<file path="src/design/mpq_pkg.sv">
// Shared types, constants and command/status structs for the min priority queue.
`default_nettype none

package mpq_pkg;

    localparam int CAPACITY_DEF = 64;
    localparam int KEY_W = 32;
    localparam int OCC_W = 7;

    typedef logic [1:0] action_t;

    localparam action_t ACT_INSERT = 2'd0;
    localparam action_t ACT_EXTRACT = 2'd1;
    localparam action_t ACT_FIND = 2'd2;

    localparam logic signed [KEY_W-1:0] EMPTY_KEY = -32'sd1;

    typedef struct packed {
        action_t action;
        logic signed [KEY_W-1:0] key_in;
    } item_t;

    typedef struct packed {
        logic signed [KEY_W-1:0] key_out;
        logic was_empty;
        logic dropped_full;
        logic [OCC_W-1:0] occupancy;
    } result_t;

    typedef enum logic [3:0] {
        ST_IDLE,
        ST_UP_CHK,
        ST_UP_CMP,
        ST_FD_RD,
        ST_FD_DATA,
        ST_EX_RD,
        ST_EX_LAST,
        ST_EX_KEY,
        ST_DN_CHK,
        ST_DN_RL,
        ST_DN_RR,
        ST_DN_CMP,
        ST_FIN
    } state_t;

    typedef enum logic [2:0] {
        RD_ROOT,
        RD_LAST,
        RD_PARENT,
        RD_LEFT,
        RD_RIGHT
    } rd_sel_t;

    typedef enum logic [1:0] {
        WR_NONE,
        WR_KEY,
        WR_PARENT,
        WR_CHILD
    } wr_sel_t;

    typedef struct packed {
        logic capture;
        logic set_empty;
        logic set_full;
        logic start_ins;
        logic dec_count;
        logic take_result;
        logic take_key;
        logic take_child;
        logic pick_right;
        logic emit;
        rd_sel_t rd_sel;
        wr_sel_t wr_sel;
    } cmd_t;

    typedef struct packed {
        logic count_zero;
        logic count_full;
        logic pos_zero;
        logic left_in;
        logic right_in;
        logic parent_gt;
        logic child_lt;
        logic out_free;
    } stat_t;

endpackage

`default_nettype wire

</file>
<file path="src/design/mpq_ram.sv">
// Generic simple dual-port RAM with one write port and one registered read port.
`default_nettype none

module mpq_ram #(
    parameter int WIDTH = 32,
    parameter int DEPTH = 64
) (
    input  wire logic                     clk,
    input  wire logic                     wr_en,
    input  wire logic [$clog2(DEPTH)-1:0] wr_addr,
    input  wire logic [WIDTH-1:0]         wr_data,
    input  wire logic [$clog2(DEPTH)-1:0] rd_addr,
    output logic [WIDTH-1:0]              rd_data
);

    logic [WIDTH-1:0] mem_reg [DEPTH];
    logic [WIDTH-1:0] rd_data_reg;

    always_ff @(posedge clk)
    begin
        if (wr_en)
        begin
            mem_reg[wr_addr] <= wr_data;
        end
        rd_data_reg <= mem_reg[rd_addr];
    end

    assign rd_data = rd_data_reg;

endmodule

`default_nettype wire

</file>
<file path="src/design/mpq_ctrl.sv">
// Controller state machine that sequences insert, extract and find over the heap datapath.
`default_nettype none

module mpq_ctrl (
    input  wire logic             clk,
    input  wire logic             rst_n,
    input  wire logic             item_valid,
    input  wire mpq_pkg::action_t action,
    input  wire mpq_pkg::stat_t   stat,
    output logic                  item_stall,
    output mpq_pkg::cmd_t         cmd
);

    mpq_pkg::state_t state_reg;
    mpq_pkg::state_t state_next;

    always_ff @(posedge clk or negedge rst_n)
    begin
        if (!rst_n)
        begin
            state_reg <= mpq_pkg::ST_IDLE;
        end
        else
        begin
            state_reg <= state_next;
        end
    end

    always_comb
    begin
        state_next = state_reg;
        case (state_reg)
            mpq_pkg::ST_IDLE:
            begin
                if (item_valid)
                begin
                    case (action)
                        mpq_pkg::ACT_INSERT:
                            state_next = stat.count_full ? mpq_pkg::ST_FIN : mpq_pkg::ST_UP_CHK;
                        mpq_pkg::ACT_EXTRACT:
                            state_next = stat.count_zero ? mpq_pkg::ST_FIN : mpq_pkg::ST_EX_RD;
                        mpq_pkg::ACT_FIND:
                            state_next = stat.count_zero ? mpq_pkg::ST_FIN : mpq_pkg::ST_FD_RD;
                        default:
                            state_next = mpq_pkg::ST_FIN;
                    endcase
                end
            end
            mpq_pkg::ST_UP_CHK:
                state_next = stat.pos_zero ? mpq_pkg::ST_FIN : mpq_pkg::ST_UP_CMP;
            mpq_pkg::ST_UP_CMP:
                state_next = stat.parent_gt ? mpq_pkg::ST_UP_CHK : mpq_pkg::ST_FIN;
            mpq_pkg::ST_FD_RD:
                state_next = mpq_pkg::ST_FD_DATA;
            mpq_pkg::ST_FD_DATA:
                state_next = mpq_pkg::ST_FIN;
            mpq_pkg::ST_EX_RD:
                state_next = mpq_pkg::ST_EX_LAST;
            mpq_pkg::ST_EX_LAST:
                state_next = mpq_pkg::ST_EX_KEY;
            mpq_pkg::ST_EX_KEY:
                state_next = mpq_pkg::ST_DN_CHK;
            mpq_pkg::ST_DN_CHK:
                state_next = stat.left_in ? mpq_pkg::ST_DN_RL : mpq_pkg::ST_FIN;
            mpq_pkg::ST_DN_RL:
                state_next = stat.right_in ? mpq_pkg::ST_DN_RR : mpq_pkg::ST_DN_CMP;
            mpq_pkg::ST_DN_RR:
                state_next = mpq_pkg::ST_DN_CMP;
            mpq_pkg::ST_DN_CMP:
                state_next = stat.child_lt ? mpq_pkg::ST_DN_CHK : mpq_pkg::ST_FIN;
            mpq_pkg::ST_FIN:
                state_next = stat.out_free ? mpq_pkg::ST_IDLE : mpq_pkg::ST_FIN;
            default:
                state_next = mpq_pkg::ST_IDLE;
        endcase
    end

    always_comb
    begin
        cmd = '0;
        cmd.rd_sel = mpq_pkg::RD_ROOT;
        cmd.wr_sel = mpq_pkg::WR_NONE;
        case (state_reg)
            mpq_pkg::ST_IDLE:
            begin
                if (item_valid)
                begin
                    cmd.capture = 1'b1;
                    case (action)
                        mpq_pkg::ACT_INSERT:
                        begin
                            cmd.set_full = stat.count_full;
                            cmd.start_ins = !stat.count_full;
                        end
                        mpq_pkg::ACT_EXTRACT,
                        mpq_pkg::ACT_FIND:
                            cmd.set_empty = stat.count_zero;
                        default:
                            cmd.capture = 1'b1;
                    endcase
                end
            end
            mpq_pkg::ST_UP_CHK:
            begin
                if (stat.pos_zero)
                begin
                    cmd.wr_sel = mpq_pkg::WR_KEY;
                end
                else
                begin
                    cmd.rd_sel = mpq_pkg::RD_PARENT;
                end
            end
            mpq_pkg::ST_UP_CMP:
                cmd.wr_sel = stat.parent_gt ? mpq_pkg::WR_PARENT : mpq_pkg::WR_KEY;
            mpq_pkg::ST_FD_RD:
                cmd.rd_sel = mpq_pkg::RD_ROOT;
            mpq_pkg::ST_FD_DATA:
                cmd.take_result = 1'b1;
            mpq_pkg::ST_EX_RD:
            begin
                cmd.rd_sel = mpq_pkg::RD_ROOT;
                cmd.dec_count = 1'b1;
            end
            mpq_pkg::ST_EX_LAST:
            begin
                cmd.rd_sel = mpq_pkg::RD_LAST;
                cmd.take_result = 1'b1;
            end
            mpq_pkg::ST_EX_KEY:
                cmd.take_key = 1'b1;
            mpq_pkg::ST_DN_CHK:
            begin
                if (stat.left_in)
                begin
                    cmd.rd_sel = mpq_pkg::RD_LEFT;
                end
                else
                begin
                    cmd.wr_sel = mpq_pkg::WR_KEY;
                end
            end
            mpq_pkg::ST_DN_RL:
            begin
                cmd.take_child = 1'b1;
                if (stat.right_in)
                begin
                    cmd.rd_sel = mpq_pkg::RD_RIGHT;
                end
            end
            mpq_pkg::ST_DN_RR:
                cmd.pick_right = 1'b1;
            mpq_pkg::ST_DN_CMP:
                cmd.wr_sel = stat.child_lt ? mpq_pkg::WR_CHILD : mpq_pkg::WR_KEY;
            mpq_pkg::ST_FIN:
                cmd.emit = stat.out_free;
            default:
                cmd.emit = 1'b0;
        endcase
    end

    assign item_stall = (state_reg != mpq_pkg::ST_IDLE);

endmodule

`default_nettype wire

</file>
<file path="src/design/mpq_dp.sv">
// Heap datapath: key memory, index and key registers, comparators and the result register.
`default_nettype none

module mpq_dp #(
    parameter int CAPACITY = mpq_pkg::CAPACITY_DEF
) (
    input  wire logic           clk,
    input  wire logic           rst_n,
    input  wire mpq_pkg::item_t item,
    input  wire mpq_pkg::cmd_t  cmd,
    input  wire logic           result_stall,
    output mpq_pkg::stat_t      stat,
    output logic                result_valid,
    output mpq_pkg::result_t    result
);

    localparam int IDX_W = $clog2(CAPACITY);
    localparam int CNT_W = $clog2(CAPACITY + 1);
    localparam int NB_W = IDX_W + 2;
    localparam int KEY_BITS = mpq_pkg::KEY_W;
    localparam int OCC_BITS = mpq_pkg::OCC_W;

    logic [CNT_W-1:0] count_reg;
    logic [CNT_W-1:0] count_next;
    logic [IDX_W-1:0] pos_reg;
    logic [IDX_W-1:0] pos_next;
    logic [IDX_W-1:0] cidx_reg;
    logic [IDX_W-1:0] cidx_next;
    logic signed [KEY_BITS-1:0] key_reg;
    logic signed [KEY_BITS-1:0] key_next;
    logic signed [KEY_BITS-1:0] child_reg;
    logic signed [KEY_BITS-1:0] child_next;
    logic signed [KEY_BITS-1:0] res_reg;
    logic signed [KEY_BITS-1:0] res_next;
    logic empty_reg;
    logic empty_next;
    logic full_reg;
    logic full_next;
    logic out_valid_reg;
    logic out_valid_next;
    mpq_pkg::result_t out_word_reg;
    mpq_pkg::result_t out_word_next;

    logic [IDX_W-1:0] parent_idx;
    logic [NB_W-1:0] left_idx;
    logic [NB_W-1:0] right_idx;
    logic [NB_W-1:0] count_ext;
    logic [IDX_W-1:0] rd_addr;
    logic [KEY_BITS-1:0] rd_data;
    logic signed [KEY_BITS-1:0] rd_key;
    logic wr_en;
    logic [KEY_BITS-1:0] wr_data;

    assign parent_idx = (pos_reg - IDX_W'(1)) >> 1;
    assign left_idx = {1'b0, pos_reg, 1'b1};
    assign right_idx = left_idx + NB_W'(1);
    assign count_ext = NB_W'(count_reg);
    assign rd_key = $signed(rd_data);

    always_comb
    begin
        case (cmd.rd_sel)
            mpq_pkg::RD_ROOT:   rd_addr = '0;
            mpq_pkg::RD_LAST:   rd_addr = count_reg[IDX_W-1:0];
            mpq_pkg::RD_PARENT: rd_addr = parent_idx;
            mpq_pkg::RD_LEFT:   rd_addr = left_idx[IDX_W-1:0];
            mpq_pkg::RD_RIGHT:  rd_addr = right_idx[IDX_W-1:0];
            default:            rd_addr = '0;
        endcase
    end

    always_comb
    begin
        case (cmd.wr_sel)
            mpq_pkg::WR_KEY:    wr_data = key_reg;
            mpq_pkg::WR_PARENT: wr_data = rd_data;
            mpq_pkg::WR_CHILD:  wr_data = child_reg;
            default:            wr_data = key_reg;
        endcase
    end

    assign wr_en = (cmd.wr_sel != mpq_pkg::WR_NONE);

    mpq_ram #(
        .WIDTH(KEY_BITS),
        .DEPTH(CAPACITY)
    ) u_ram (
        .clk(clk),
        .wr_en(wr_en),
        .wr_addr(pos_reg),
        .wr_data(wr_data),
        .rd_addr(rd_addr),
        .rd_data(rd_data)
    );

    always_comb
    begin
        stat.count_zero = (count_reg == '0);
        stat.count_full = (count_reg == CNT_W'(CAPACITY));
        stat.pos_zero = (pos_reg == '0);
        stat.left_in = (left_idx < count_ext);
        stat.right_in = (right_idx < count_ext);
        stat.parent_gt = (rd_key > key_reg);
        stat.child_lt = (child_reg < key_reg);
        stat.out_free = !out_valid_reg || !result_stall;
    end

    always_comb
    begin
        count_next = count_reg;
        pos_next = pos_reg;
        cidx_next = cidx_reg;
        key_next = key_reg;
        child_next = child_reg;
        res_next = res_reg;
        empty_next = empty_reg;
        full_next = full_reg;
        out_valid_next = out_valid_reg && result_stall;
        out_word_next = out_word_reg;
        if (cmd.capture)
        begin
            key_next = item.key_in;
            res_next = '0;
            empty_next = 1'b0;
            full_next = 1'b0;
        end
        if (cmd.set_empty)
        begin
            res_next = mpq_pkg::EMPTY_KEY;
            empty_next = 1'b1;
        end
        if (cmd.set_full)
        begin
            full_next = 1'b1;
        end
        if (cmd.start_ins)
        begin
            pos_next = count_reg[IDX_W-1:0];
            count_next = count_reg + CNT_W'(1);
        end
        if (cmd.dec_count)
        begin
            count_next = count_reg - CNT_W'(1);
        end
        if (cmd.take_result)
        begin
            res_next = rd_key;
        end
        if (cmd.take_key)
        begin
            key_next = rd_key;
            pos_next = '0;
        end
        if (cmd.take_child)
        begin
            child_next = rd_key;
            cidx_next = left_idx[IDX_W-1:0];
        end
        if (cmd.pick_right && (rd_key < child_reg))
        begin
            child_next = rd_key;
            cidx_next = right_idx[IDX_W-1:0];
        end
        case (cmd.wr_sel)
            mpq_pkg::WR_PARENT: pos_next = parent_idx;
            mpq_pkg::WR_CHILD:  pos_next = cidx_reg;
            default:            pos_next = pos_next;
        endcase
        if (cmd.emit)
        begin
            out_valid_next = 1'b1;
            out_word_next.key_out = res_reg;
            out_word_next.was_empty = empty_reg;
            out_word_next.dropped_full = full_reg;
            out_word_next.occupancy = OCC_BITS'(count_reg);
        end
    end

    always_ff @(posedge clk or negedge rst_n)
    begin
        if (!rst_n)
        begin
            count_reg <= '0;
            out_valid_reg <= 1'b0;
        end
        else
        begin
            count_reg <= count_next;
            out_valid_reg <= out_valid_next;
        end
    end

    always_ff @(posedge clk)
    begin
        pos_reg <= pos_next;
        cidx_reg <= cidx_next;
        key_reg <= key_next;
        child_reg <= child_next;
        res_reg <= res_next;
        empty_reg <= empty_next;
        full_reg <= full_next;
        out_word_reg <= out_word_next;
    end

    assign result_valid = out_valid_reg;
    assign result = out_word_reg;

endmodule

`default_nettype wire

</file>
<file path="src/design/min_priority_queue.sv">
// Top level of the bounded min priority queue of signed 32-bit keys.
// The queue holds up to CAPACITY keys as a binary min-heap in one RAM and takes one word at a
// time. An insert climbs one level at a time, moving each greater parent down, then writes the
// key where it stops or at the root. An extract fetches the root and the last key, then
// descends, reading the left child and any right child and moving the smaller child up while
// it is less than the key, then writes the key where it stops or at a leaf. A find reads the
// root; an empty, refused or unused item goes straight to the result. Each heap level goes
// through the single registered read port of the key RAM. After the result is registered the
// controller returns to idle, where it takes the next word. The result word sits in an output
// register, so a new word is taken while the previous result still waits downstream; the
// following word waits in its final state for as long as that result stays stalled.
`default_nettype none

module min_priority_queue #(
    parameter int CAPACITY = mpq_pkg::CAPACITY_DEF
) (
    input  wire logic             clk,
    input  wire logic             rst_n,
    input  wire logic             item_valid,
    output logic                  item_stall,
    input  wire mpq_pkg::item_t   item,
    output logic                  result_valid,
    input  wire logic             result_stall,
    output mpq_pkg::result_t      result
);

    mpq_pkg::cmd_t cmd;
    mpq_pkg::stat_t stat;

    mpq_ctrl u_ctrl (
        .clk(clk),
        .rst_n(rst_n),
        .item_valid(item_valid),
        .action(item.action),
        .stat(stat),
        .item_stall(item_stall),
        .cmd(cmd)
    );

    mpq_dp #(
        .CAPACITY(CAPACITY)
    ) u_dp (
        .clk(clk),
        .rst_n(rst_n),
        .item(item),
        .cmd(cmd),
        .result_stall(result_stall),
        .stat(stat),
        .result_valid(result_valid),
        .result(result)
    );

endmodule

`default_nettype wire

</file>
<file path="config.mk">
export PLATFORM = sky130hd
export DESIGN_NAME = min_priority_queue
export DESIGN_NICKNAME = d
export VERILOG_FILES = /design/src/design/mpq_pkg.sv /design/src/design/mpq_ram.sv /design/src/design/mpq_ctrl.sv /design/src/design/mpq_dp.sv /design/src/design/min_priority_queue.sv
export SDC_FILE = /design/constraint.sdc
export NUM_CORES = 2
export LEC_CHECK = 0
export ABC_AREA = 1
export BUFFER_PORTS_ARGS = -buffer_cell sky130_fd_sc_hd__buf_2
export CORE_MARGIN = 2
export CORE_UTILIZATION = 30
export CTS_CLUSTER_DIAMETER = 50
export CTS_CLUSTER_SIZE = 24
export DETAILED_ROUTE_END_ITERATION = 8
export GPL_ROUTABILITY_DRIVEN = 0
export REMOVE_ABC_BUFFERS = 1
export SYNTH_ARGS = -nofsm -noshare
export SYNTH_HDL_FRONTEND = slang
export SYNTH_HIERARCHICAL = 1
export SYNTH_SLANG_ARGS = --single-unit
</file>
<file path="constraint.sdc">
create_clock -name clk -period 7.35 [get_ports clk]
set_input_delay 0.735 -clock clk [delete_from_list [all_inputs] [get_ports clk]]
set_output_delay 0.735 -clock clk [all_outputs]
set_load 0.005 [all_outputs]
</file>
== Word-level counts from Yosys, hierarchy flattened ==
Memory sizes are Yosys's and may differ from the RTL's. A register that Yosys moved wholly into a read port is not among the register bits.
Index checks and enable logic that the tools add are counted.

* Bits in registers: 163
* Memory bits (writable): 2048
* Input port bits: 38
* Output and inout bits: 43
* Logic and storage cells: 115
* Memories kept: 1

* $add $sub $neg: 4
* Magnitude comparators: 5
* Equal/unequal tests: 22
* Multiplexer cells: 50
* Reductions and logical operators: 19

{| class="wikitable"
|+ Memory list
! memory !! words !! bits a word !! rd ports !! clocked after Yosys merged registers in !! wr ports !! RTL line !! text
|-
| u_dp.u_ram.mem_reg || 64 || 32 || 1 || 1 || 1 || mpq_ram.sv:16 || <nowiki>logic [WIDTH-1:0] mem_reg [DEPTH];</nowiki>
|}

{| class="wikitable"
|+ Operator list
! operator !! number
|-
| $mux 32 || 7
|-
| $lt 32x32->1 || 2
|-
| $pmux 32 s2 || 1
|-
| $pmux 4 s13 || 1
|-
| $mux 4 || 9
|-
| $gt 32x32->1 || 1
|-
| $mux 6 || 4
|-
| $pmux 6 s4 || 1
|-
| $eq 4x4->1 const B || 5
|-
| $eq 4x3->1 const B || 4
|-
| $mux 7 || 2
|-
| $mux 1 || 13
|-
| $pmux 3 s4 || 1
|-
| $pmux 4 s3 || 1
|-
| $pmux 6 s2 || 1
|-
| $mux 2 || 5
|-
| $mux 3 || 3
|-
| $add 7x1->8 const B || 1
|-
| $eq 4x2->1 const B || 2
|-
| $lt 8x7->1 || 1
|-
| $pmux 2 s4 || 1
|-
| $reduce_bool 2->1 || 4
|-
| $reduce_bool 4->1 || 2
|-
| $add 7x1->7 const B || 1
|-
| other kinds (20) || 27
|}

== Longest topological paths before layout ==
* Word-level depth: 8
* Depth in mapped cells: 29
* Mapped depth without buffers: 25

== By module ==
Netlist, hierarchy kept.

{| class="wikitable"
|+ By module, submodules not included
! module !! times used !! cells each !! area each (um^2) !! sequential area each (um^2)
|-
| mpq_ram || 1 || 6769 || 82738.1 || 62139.6
|-
| mpq_dp || 1 || 969 || 9306.4 || 4714.5
|-
| mpq_ctrl || 1 || 109 || 589.3 || 100.1
|}

== Least setup slack after synthesis ==
No wires, ideal clock.

* Path kind: reg2reg
* Start: register u_dp.key_reg[15]
* End: memory u_dp.u_ram.mem_reg[48][0], enable pin
* Library setup time: 0.502 ns
* Data arrival time: 5.523 ns
* Required time: 6.848 ns
* Setup slack: 1.325 ns
* Stages on the path, launching flop included: 18
* Path buffers: 2
* Period minus slack after synthesis: 6.025 ns
* Path through: edfxtp_1 inv_1 ha_1 nand2_1 nor4_1 nand2_1 nand2_1 nand2_1 nand2_1 nand2_1 a21oi_1 nand3_1 o21ai_0 buf_2 or2_2 clkbuf_1 nand4_1 nor4_1

{| class="wikitable"
|+ RTL lines
! element !! RTL line !! text
|-
| from (decl) || mpq_dp.sv:29 || <nowiki>logic signed [KEY_BITS-1:0] key_reg;</nowiki>
|-
| from (signal assigned) || mpq_dp.sv:197 || <nowiki>key_reg <= key_next;</nowiki>
|-
| to (decl) || mpq_ram.sv:16 ||
|}

==> summary.json <==
{
  "synth": {
    "synth-edff-count": 2197,
    "synthesis.area_um2": 92630,
    "postSynth.asyncResetShare": 0.005350,
    "sequential_cell_area_fraction_in_the_yosys_report": 0.7228,
    "synth_area_per_cell_um2": 11.81,
    "ys_warns": 6,
    "ys_ff_latch": 2243,
    "netlist_instances": 7847,
    "leading_register_cell_type_out_of_synthesis": "sky130_fd_sc_hd__edfxtp_1",
    "synth.distinct_cells": 43
  },
  "floorplan": {
    "die-width_um": 559.7,
    "dieArea_um2": 313200,
    "core_box_area_um2": 308100,
    "initial_utilization": 0.3007,
    "top_level_ports": 81,
    "placement_rows": 204,
    "die_height_um": 559.7
  },
  "placed_design": {
    "placed_cells": 11803,
    "placement.io_buffers": 80,
    "place.detailed.hpwl_mm": 154.0
  },
  "worst_setup_path": {
    "critical_path.startpoint_type": "flop",
    "timing.critical_path.mode_cell": "sky130_fd_sc_hd__nor3_1",
    "end_kind": "flop",
    "critical_path_peak_fanout": 56,
    "critPathKind": "reg2reg",
    "required_time_of_the_worst_setup_path_ns": 8.13,
    "crit_arrival_ns": 7.68,
    "slowest_delay_ns": 0.87,
    "worst_path_max_delay_cell": "sky130_fd_sc_hd__edfxtp_1",
    "combined_buffer_and_inverter_count_along_the_critical_path": 6,
    "critical_path.cell_chain": "inv_1 > nor3_1 > nor3_1 > ha_1 > a21boi_0 > o21a_1 > o21a_1 > nor3_1 > inv_1 > nor3_1 > nor3_1 > inv_1 > o221ai_4 > buf_4 > buf_4 > buf_4 > nand2_1 > nand3_1 > nand3_1 > nand3_1 > nand3_1 > nand2_1 > nand2_1 > nand2_1",
    "cpLargestDelayFamily": "simple AND/OR/NAND/NOR gates"
  },
  "final_layout": {
    "layout.cells.most_common": "sky130_fd_sc_hd__nand2_1",
    "highest_count_cells_in_the_layout_ignoring_fill_and_taps": "2,593 x sky130_fd_sc_hd__nand2_1, 2,197 x sky130_fd_sc_hd__edfxtp_1, 1,931 x sky130_fd_sc_hd__nand3_1",
    "layout-drive-gt1-share": 0.09310,
    "final-instance-count-excl-fill": 12124,
    "final_nets": 8013,
    "areaGrowthSynthToFinish_pct": 13.62,
    "largest_reg_flops": 2048,
    "final_core_util": 0.3416
  },
  "grt": {
    "global_route.overflow_total": 0,
    "first_global_vias": 58732,
    "initial_antenna_violation_count": 12,
    "maximum_number_of_pins_on_one_net_before_global_route_repair": 208,
    "grt_first_pass_wirelength_mm": 400.3,
    "groute.usage.overall": 0.1700
  },
  "timing": {
    "max_freq_mhz": 145.1,
    "layout_worst_path_cycle_share": 0.9380,
    "rsz0062_at_grt": "no",
    "hold_violations": 0,
    "max_slew.worst_pin.slew_ns": 1.409,
    "timing.final.max_slew_violations": 0,
    "skew_ns": 0.06664,
    "final.min_clock_period_ns": 6.894,
    "finalSetupViolations": 0,
    "worst_slew_margin_rel": 0.06036,
    "totalNegativeSetupSlack_ns": 0
  },
  "min_path": {
    "min_path_type": "in2reg"
  },
  "cts": {
    "cts_hold_buf": 1,
    "cts-root-to-sink-buffers": 3,
    "inserted_clock_buffers": 169,
    "post_cts.repair.setup_buffers": 0,
    "clock-sinks": 2243,
    "cts_tree": "done",
    "htree_levels": 4,
    "clock_latency_on_the_worst_skew_pair_ns": 0.87,
    "postCtsResizedCells": 0,
    "clkTransAtPathRegs_ns": 0.08,
    "clockRootBuffer": "sky130_fd_sc_hd__clkbuf_16"
  },
  "pwr": {
    "pwr_density_cell_nw_per_um2": 464.6,
    "vdd_drop_max_v": 0.0005327,
    "post-layout-total-power_mw": 48.90,
    "power.static_leakage_nw": 36.96
  },
  "detailed_routing": {
    "via_per_inst": 5.120,
    "drt_pass1_iterations": 6,
    "drc_errors": 0,
    "detail_routed_net_length_per_standard_cell_um": 22.63,
    "routed_wl_mm": 274.4,
    "via_count": 62075,
    "postRouteAntennaNets": 0,
    "drt_iter0_drc": 7643
  },
  "run": {
    "max_cap_violations": 0
  },
  "status": {
    "outcome": "finished, final reports clean"
  }
}
[Yosys cell counts, types with 11 or more instances]
library cell	n	share of area
sky130_fd_sc_hd__buf_1	44	0.0018
sky130_fd_sc_hd__o21ai_0	32	0.0017
sky130_fd_sc_hd__dfxtp_1	34	0.0073
sky130_fd_sc_hd__o221ai_1	36	0.0034
sky130_fd_sc_hd__buf_2	288	0.016
sky130_fd_sc_hd__nor4_1	11	0.00074
sky130_fd_sc_hd__inv_1	152	0.0062
sky130_fd_sc_hd__nand4_1	21	0.0014
sky130_fd_sc_hd__ha_1	119	0.016
sky130_fd_sc_hd__nand3_1	1932	0.10
sky130_fd_sc_hd__nor3_1	15	0.00081
sky130_fd_sc_hd__nor2_1	108	0.0044
sky130_fd_sc_hd__dfrtp_1	12	0.0032
sky130_fd_sc_hd__nand2_1	2594	0.11
sky130_fd_sc_hd__a21oi_1	60	0.0032
sky130_fd_sc_hd__buf_4	45	0.0036
sky130_fd_sc_hd__edfxtp_1	2197	0.71
sky130_fd_sc_hd__clkbuf_1	91	0.0037
[per-layer routing]
layer	share of wire	track usage	up-vias
met5	0	0	-
met4	0.039	0.06680	0
li1	-	-	27829
met3	0.096	0.02675	443
met2	0.46	0.2687	3178
met1	0.41	0.2337	30625
[stage by stage]
step           setup slack, ns  hold WS, ns  area, um^2
2_1_floorplan           -92.06       0.4003       90280
3_3_place_gp            0.7706       0.4063       99190
3_5_place_dp            0.6877       0.4045       99190
4_1_cts                 0.6540      0.08821      105200
5_1_grt                 0.1034       0.1283      105200
6_report                0.4558       0.1495      105300
[tightest hold or removal path: stages]
cell                      delay, ns
sky130_fd_sc_hd__buf_2         0.08
sky130_fd_sc_hd__nand2_1       0.08
sky130_fd_sc_hd__nand2_1       0.06
[final timing paths]
kind	start	to	slack, ns	cells past startpoint
setup / recovery	u_dp/pos_reg[0]	u_dp/u_ram/rd_data[6]	0.46	24
hold / removal	result_stall	u_dp/result_valid	0.15	3
setup reg to reg	u_dp/pos_reg[0]	u_dp/u_ram/rd_data[6]	0.46	24
hold reg to reg	u_dp/res_reg[7]	u_dp/result[16]	0.39	0
max in group asynchronous	rst_n	u_dp/count_reg[0]	6.82	2
min in group asynchronous	rst_n	u_dp/result_valid	0.30	2
[layout make-up]
cell class	instances	area (um^2)
fillers	29885	202800
clock buffers	185	4446
well taps	4120	5155
clock inverters	133	1603
multi-input cells	4973	23880
repair buffers	310	2580
inverters	158	631.9
flip-flops and latches	2243	66950
diodes	2	5.005
[power by group]
group	internal [mW]	switching (mW)
clock	4.89	5.11
sequential	16.1	0.590
combinational	5.59	16.7
[kinds of logic (layout without fill, tap and decap cells)]
group,count (synthesis),after routing,share of synthesized area
fa+ha+maj,120,120,0.01629
flops,2243,2243,0.7228
simple gates,4697,4697,0.2183
compound gates,148,148,0.01010
other cells,0,2,0
xor+xnor,8,8,0.0007564
buf+inv,631,786,0.03180
Power figures use the tool's default switching activity.
